--- config.mk ---
export PLATFORM = sky130hd
export DESIGN_NAME = sgtr_controller
export DESIGN_NICKNAME = d
export VERILOG_FILES = /design/src/sgtr_pkg.sv /design/src/sgtr_controller.sv
export VERILOG_INCLUDE_DIRS = /design/src /design/src/src
export SDC_FILE = /design/constraint.sdc
export NUM_CORES = 1
export LEC_CHECK = 0
export ABC_AREA = 1
export BUFFER_PORTS_ARGS = -buffer_cell sky130_fd_sc_hd__clkbuf_2
export CORE_AREA = 4 4 41 43
export DETAILED_ROUTE_END_ITERATION = 7
export DIE_AREA = 0 0 45 47
export PLACE_DENSITY = 0.55
export SLEW_MARGIN = 10
export SYNTH_ARGS = -nofsm -noshare
export SYNTH_HDL_FRONTEND = slang
export SYNTH_SLANG_ARGS = --single-unit
--- constraint.sdc ---
create_clock -name clock -period 1.3 [get_ports clock]
set_clock_uncertainty 0.15 [all_clocks]
set_input_delay 0.065 -clock clock [delete_from_list [all_inputs] [get_ports clock]]
set_output_delay 0.065 -clock clock [all_outputs]
set_load 0.02 [all_outputs]
--- src/assert_macros.svh ---
// Assertion helpers for the glyph renderer. The clock is always "clock" and
// the synchronous reset "reset"; every check is disabled while reset is high.
`ifndef ASSERT_MACROS_SVH
`define ASSERT_MACROS_SVH

`ifndef ASSERT_OFF

// Check a condition at every clock edge
`define ASSERT_ALWAYS(label, expr) \
   label: assert property (@(posedge clock) disable iff (reset) (expr)) \
      else $error("assertion failed");

// Check that a condition implies another in the same cycle
`define ASSERT_IMPLIES(label, ante, cons) \
   label: assert property (@(posedge clock) disable iff (reset) (ante) |-> (cons)) \
      else $error("assertion failed");

// Check that a condition implies another in the next cycle
`define ASSERT_NEXT(label, ante, cons) \
   label: assert property (@(posedge clock) disable iff (reset) (ante) |=> (cons)) \
      else $error("assertion failed");

`else

`define ASSERT_ALWAYS(label, expr)
`define ASSERT_IMPLIES(label, ante, cons)
`define ASSERT_NEXT(label, ante, cons)

`endif

`endif

--- src/sgtr_pkg.sv ---
`timescale 1ns / 1ps

package sgtr_pkg;

   // Font geometry
   localparam int GLYPH_ROWS     = 24;
   localparam int CHAR_COUNT     = 256;
   localparam int MAX_GLYPH_SIZE = 64;
   localparam int MIN_GLYPH_SIZE = 8;
   localparam int STORE_BITS     = 24;
   localparam int STORE_DEPTH    = CHAR_COUNT * GLYPH_ROWS;

   // Field widths
   localparam int OP_W       = 2;
   localparam int CODE_W     = 8;
   localparam int POS_W      = 16;
   localparam int ROW_IDX_W  = 5;
   localparam int WORD_W     = 32;
   localparam int SIZE_W     = 7;
   localparam int SCR_DIM_W  = 13;
   localparam int COLOR_W    = 16;
   localparam int MASK_W     = MAX_GLYPH_SIZE;
   localparam int CSR_IDX_W  = 2;
   localparam int CSR_DATA_W = 16;

   // Stream packing
   localparam int REQ_DATA_W = 80;
   localparam int RSP_DATA_W = 112;

   // Internal widths
   localparam int X_W    = $clog2(MAX_GLYPH_SIZE);
   localparam int W_W    = $clog2(GLYPH_ROWS);
   localparam int B_W    = $clog2(STORE_BITS);
   localparam int REM_W  = $clog2(MAX_GLYPH_SIZE + GLYPH_ROWS);
   localparam int ADDR_W = $clog2(STORE_DEPTH);
   localparam int Q_MAX  = (GLYPH_ROWS + MIN_GLYPH_SIZE - 1) / MIN_GLYPH_SIZE;
   localparam int Q_W    = $clog2(Q_MAX + 1);
   localparam int PROD_W = $clog2(Q_MAX * MAX_GLYPH_SIZE + MAX_GLYPH_SIZE + GLYPH_ROWS);

   // Operation codes
   localparam logic [OP_W-1:0] OP_LOAD  = 2'd0;
   localparam logic [OP_W-1:0] OP_START = 2'd1;
   localparam logic [OP_W-1:0] OP_DRAW  = 2'd2;

   localparam logic [CODE_W-1:0] SPACE_CODE = 8'd32;

   // Register indexes
   localparam logic [CSR_IDX_W-1:0] REG_GLYPH_SIZE    = 2'd0;
   localparam logic [CSR_IDX_W-1:0] REG_SCREEN_WIDTH  = 2'd1;
   localparam logic [CSR_IDX_W-1:0] REG_SCREEN_HEIGHT = 2'd2;
   localparam logic [CSR_IDX_W-1:0] REG_PIXEL_COLOR   = 2'd3;

   // Commands from the controller
   typedef struct packed {
      logic map_step;
      logic do_load;
      logic do_start;
      logic do_space;
      logic do_setup;
      logic do_issue;
      logic do_advance;
   } cmd_type;

   // Status back to the controller
   typedef struct packed {
      logic [OP_W-1:0] op;
      logic            is_space;
      logic            size_written;
      logic            map_last;
      logic            row_last;
      logic            issue_ok;
   } status_type;

   typedef struct packed {
      logic [W_W-1:0]   idx;
      logic [REM_W-1:0] rem;
   } step_type;

   // One step of index = (GLYPH_ROWS * n) / size, kept as quotient and remainder
   function automatic step_type scale_step(input logic [W_W-1:0]    idx,
                                           input logic [REM_W-1:0]  rem,
                                           input logic [SIZE_W-1:0] size);
      logic [PROD_W-1:0] acc;
      logic [Q_W-1:0]    q;
      step_type          res;
      acc = PROD_W'(rem) + PROD_W'(GLYPH_ROWS);
      q   = '0;
      for (int k = 1; k <= Q_MAX; k++) begin
         if (acc >= PROD_W'(k) * PROD_W'(size)) begin
            q = Q_W'(k);
         end
      end
      res.idx = idx + W_W'(q);
      res.rem = REM_W'(acc - PROD_W'(q) * PROD_W'(size));
      return res;
   endfunction

endpackage

--- src/sgtr_controller.sv ---
`timescale 1ns / 1ps
`include "assert_macros.svh"

module sgtr_controller (
   input  logic                 clock,
   input  logic                 reset,
   input  logic                 req_tvalid,
   output logic                 req_tready,
   input  sgtr_pkg::status_type status,
   output sgtr_pkg::cmd_type    cmd
);
   import sgtr_pkg::*;

   typedef enum logic [1:0] {
      ST_BUILD,
      ST_IDLE,
      ST_ROWS
   } state_type;

   state_type state_ff, state_in;
   logic      ready_ff, ready_in;
   logic      accept;

   assign accept     = req_tvalid && ready_ff;
   assign req_tready = ready_ff;

   // Next state and commands
   always_comb begin
      cmd      = '0;
      state_in = state_ff;
      ready_in = ready_ff;
      unique case (state_ff)
         ST_BUILD: begin
            // Restart the map walk from the top when the size changes mid-build
            if (!status.size_written) begin
               cmd.map_step = 1'b1;
               if (status.map_last) begin
                  state_in = ST_IDLE;
                  ready_in = 1'b1;
               end
            end
         end
         ST_IDLE: begin
            if (status.size_written) begin
               // New size: rebuild the column map
               state_in = ST_BUILD;
               ready_in = 1'b0;
            end else if (accept) begin
               unique case (status.op)
                  OP_LOAD:  cmd.do_load  = 1'b1;
                  OP_START: cmd.do_start = 1'b1;
                  OP_DRAW: begin
                     if (status.is_space) begin
                        cmd.do_space = 1'b1;
                     end else begin
                        cmd.do_setup = 1'b1;
                        state_in     = ST_ROWS;
                        ready_in     = 1'b0;
                     end
                  end
                  default: ;
               endcase
            end
         end
         ST_ROWS: begin
            // Issue one row read whenever the output buffer has room
            if (status.issue_ok) begin
               cmd.do_issue = 1'b1;
               if (status.row_last) begin
                  cmd.do_advance = 1'b1;
                  state_in       = ST_IDLE;
                  ready_in       = 1'b1;
               end
            end
         end
         default: begin
            state_in = ST_BUILD;
            ready_in = 1'b0;
         end
      endcase
   end

   always_ff @(posedge clock) begin
      if (reset) begin
         state_ff <= ST_BUILD;
         ready_ff <= 1'b0;
      end else begin
         state_ff <= state_in;
         ready_ff <= ready_in;
      end
   end

   `ASSERT_IMPLIES(a_build_not_ready, state_ff == ST_BUILD, !ready_ff)
   `ASSERT_NEXT(a_advance_frees, cmd.do_advance, ready_ff)

endmodule

**Word-level counts from Yosys, hierarchy flattened**

Cells that the tools add are included.

- Output and inout bits: 8
- Register bits after elaboration: 3
- Logic and storage cells: 48
- Input bits: 10

- Reduce and logical (&&, ||, !) cells: 4
- Eq/ne operators: 11
- Multiplexer cells: 31

Operators by type and width:

| cell | number |
|---|---|
| $mux W2 | 11 |
| $mux W1 | 15 |
| $mux W4 | 3 |
| $ne A2 B2 Y1 const B | 4 |
| $reduce_and A7 Y1 | 1 |
| $ne A3 B3 Y1 const B | 2 |
| $pmux W2 S3 | 1 |
| $eq A2 B1 Y1 const B | 2 |
| $eq A2 B2 Y1 const B | 2 |
| $logic_not A2 Y1 | 2 |
| $ne A3 B2 Y1 const B | 1 |
| $pmux W1 S3 | 1 |
| $logic_and A1 B1 Y1 | 1 |

**Depth between registers and ports, before layout**

- Depth after elaboration: 5
- Mapped depth: 8
- Gate-level depth less buffers: 8

**Least setup slack after synthesis**

No wires, ideal clock.

- Kind: flip-flop to output port
- From: reg state_ff[0]
- To: out cmd[4] (netlist name)
- Data arrival time: 1.265 ns
- Stages on the path, launching flop included: 5
- Data required time: 1.085 ns
- Path buffers: 0
- Path slack: -0.180 ns
- Path through: dfxtp_1 > nand2_2 > nor2_4 > inv_1 > nor4_1

RTL lines:

| what | RTL line | source |
|---|---|---|
| start, declared | sgtr_controller.sv:20 | `state_type state_ff, state_in;` |
| start signal, assigned | sgtr_controller.sv:88 | `state_ff <= state_in;` |
| end, declared | sgtr_controller.sv:10 | `output sgtr_pkg::cmd_type cmd` |

==> impl_summary.txt <==
----------------------------------------------------
[Cells and area]
  Antenna Diode Count ... 0
  Layout cell share with drive strength beyond 1 ... 0.700
  Share of the core filled with cells in the final layout ... 0.397
  Layout overhead on the synthesized area ... 98.6%
  Layout Cell Area excl Fill ... approximately 520 um^2
  Final #Nets ... 81
  Number of filler cells placed in the layout ... ~150

[Global route]
  Via count of the first global-routing pass ... approximately 360
  GR Util All Layers ... 0.0884
  First-pass GRT wire length ... roughly 1300 um
  Number of antenna violations at the first check in global routing ... 0
  Global route overflow ... 0
  Maximum number of pins on one net before global-route repair ... 5

[Floorplanning]
  Starting utilization of the core area ... 0.200
  Overall die area ... ~2100 um^2
  Die Ht ... about 47 um
  Std-Cell Core Area ... between 1000 and 1500 um^2
  Std-Cell Rows ... 13
  Die X-Extent ... around 45 um
  Num ports ... 18

[Critical path]
  Element type at the critical path start ... flop
  Highest cell delay on the worst timing path ... roughly 0.34 ns
  Cell repeated most along the worst path ... inv_1
  Family with the most delay on the worst path ... flip-flops
  Data required time of the worst path ... ~1.1 ns
  Peak fanout along the critical path ... 4
  Arrival time of data at the critical path endpoint ... roughly 1.1 ns
  CP Cell Sequence ... nand4_1, inv_1, nand2_1, inv_1, clkbuf_8
  Element type at the critical path end ... output port
  CP Class ... flop to output port
  Slowest cell on the critical path ... dfxtp_2
  CP bufs+invs ... 3

[Synthesis]
  Ranking of synthesized cells by instance count ... nand2_1 (10), inv_1 (7), nor2_1 (4)
  Netlist area before placement ... 260 um^2
  Largest cells by area after synthesis ... dfxtp_1 (23%), nand2_1 (14%), inv_1 (10%), nor2_4 (8.7%), a21oi_2 (6.7%)
  Net count after synthesis ... 52
  Flip-flop and latch count after synthesis ... 3
  Most common cell in the synthesized netlist ... nand2_1
  Synthesized instance count ... 42
  Post-synth ARST share ... 0
  Distinct cell type count of the synthesized netlist ... 16
  Number of synthesized flops with an enable pin ... 0
  Most instantiated flip-flop cell in the synthesis netlist ... dfxtp_1
  Seq/Total Area, Yosys ... 0.231
  Share of Yosys cell area claimed by the top area cell type ... 0.231
  Number of warnings reported in the yosys synthesis log ... 0
  Top cell type by total area after synthesis ... dfxtp_1
  Mapped Avg Cell Area ... 6.20 um^2

[Detailed routing]
  Final routed wirelength across all metal layers ... just under 800 um
  Number of design-rule violations left by the first detailed-router iteration ... 1
  Via count of the routed design ... approximately 360
  Number of detailed-routing iterations run before antenna repair ... 2
  Post-route ant nets ... 0
  Post-DR wirelength/cell ... roughly 9 um
  Average vias per placed instance ... 4.19
  DRC viols ... 0

[Min path]
  Hold Crit Class ... input port to flop

[CTS]
  Number of sinks driven by the clock tree ... 3
  Total clock buffers created by CTS ... 3
  CTS HTree Levels ... 1
  Max Root-Sink Buffers ... 2
  CTS tree ... built
  Clock root cell ... clkbuf_4
  Post-CTS clock slew at the launch and capture registers of the worst setup and hold paths ... ~0.040 ns
  Clock insertion delay at the later pin of the skew report ... about 0.23 ns

[STA]
  Final count of pins violating max slew ... 0
  Final setup violation count ... 4
  RSZ-0062 raised after global routing ... true
  Worst slew margin relative to its limit ... 0.828
  Final Hold Viols ... 0
  Tmin final ... 1.36 ns
  Final WS setup ... -0.0562 ns
  Final worst path period share ... 1.04
  Maximum clock frequency ... around 740 MHz
  Actual transition at the worst max-transition pin ... approximately 0.25 ns

[Run]
  Max-capacitance violation count ... 0

[Place]
  DPL Wire Length ... about 560 um
  Global placer's final weighted congestion ... 0.743
  Post-detailed-placement cell area ... around 360 um^2
  Port Buffers ... 17

[Pwr]
  Total power divided by cell area ... roughly 810 nW/um^2
  Lkg Pwr ... 0.250 nW
  Max rail drop VDD ... 464 uV

[Outcome]
  Outcome ... finished, violations left
  Violated checks ... setup timing

----------------------------------------------------
## kinds of logic (layout without fill, tap and decap cells)
kind of cell | after synthesis | count (layout) | synth area share
and+or+nand+nor | 27 | 27 | 0.548
AOI/OAI and AO/OA | 4 | 4 | 0.106
buffers and inverters | 8 | 36 | 0.115
DFF | 3 | 3 | 0.231
## layout make-up
class	instances	area, um^2	share of cell area
multi-input cells	31	214	0.414
repair buffers	24	161	0.312
flip-flops and latches	3	63.8	0.123
inverters	8	32.5	0.0630
clock buffers	4	26.3	0.0508
well taps	15	18.8	0.0363
## layout by cell type, fill, tap and decap left out, drive strengths merged, types with 2 or more instances in the layout
master | synthesis | final
a21oi | 3 | 3
buf | 0 | 12
clkbuf | 0 | 15
dfxtp | 3 | 3
inv | 8 | 8
nand2 | 12 | 12
nand3 | 3 | 3
nor2 | 7 | 7
nor3 | 2 | 2
nor4 | 2 | 2
## power by group
group	internal (mW)	leakage, nW	switching (mW)
sequential	0.103	0.0258	0.00654
combinational	0.0617	0.209	0.0812
clock	0.115	0.0150	0.0505
## final timing paths
path,startpoint,endpoint,slack [ns],depth (start not counted)
worst min-delay path,status[1],state_ff[1],0.03,4
worst max-delay path,req_tready,cmd[2],-0.06,5
worst min register to register,req_tready,req_tready,0.34,2
worst max register to register,state_ff[1],req_tready,0.05,9
## routing by layer
layer  global-route usage  share of wire  wire length, um
met2                0.158           0.52              407
met5                    0              0                0
met1               0.0862           0.40              312
met3               0.0460          0.080               63
met4               0.0351              0                0
## sequential cells by signal (all words and copies together) (netlist names)
register / flops
state_ff: 2
req_tready: 1
## metrics by stage
stage | setup slack [ns] | setup TNS (ns) | std cells | hold slack, ns | power (mW)
global placement | 0.0509 | 0 | 74 | 0.126 | 0.213
detailed placement | 0.00849 | 0 | 74 | 0.119 | 0.213
CTS | -0.203 | -0.443 | 83 | 0.0376 | 0.407
floorplan | -0.180 | -0.401 | 42 | -0.0226 | 0.179
global route | -0.153 | -0.695 | 85 | 0.0482 | 0.456
finish | -0.0562 | -0.173 | 85 | 0.0251 | 0.418
## tightest hold or removal path, delay by kind of cell
kind | cells | cell delay, ns
buffers and inverters | 1 | 0.08
AND/OR/NAND/NOR | 2 | 0.17
AO/OA/AOI/OAI | 1 | 0.06
## timing repair
action	4_1_cts	5_1_grt
gates resized for setup	14	15
hold endpoints to repair	3	0
setup buffers	4	2
hold buffers	1	0
pin swaps	5	7
endpoints found under the setup margin	4	9
(Power assumes the default switching activity.)
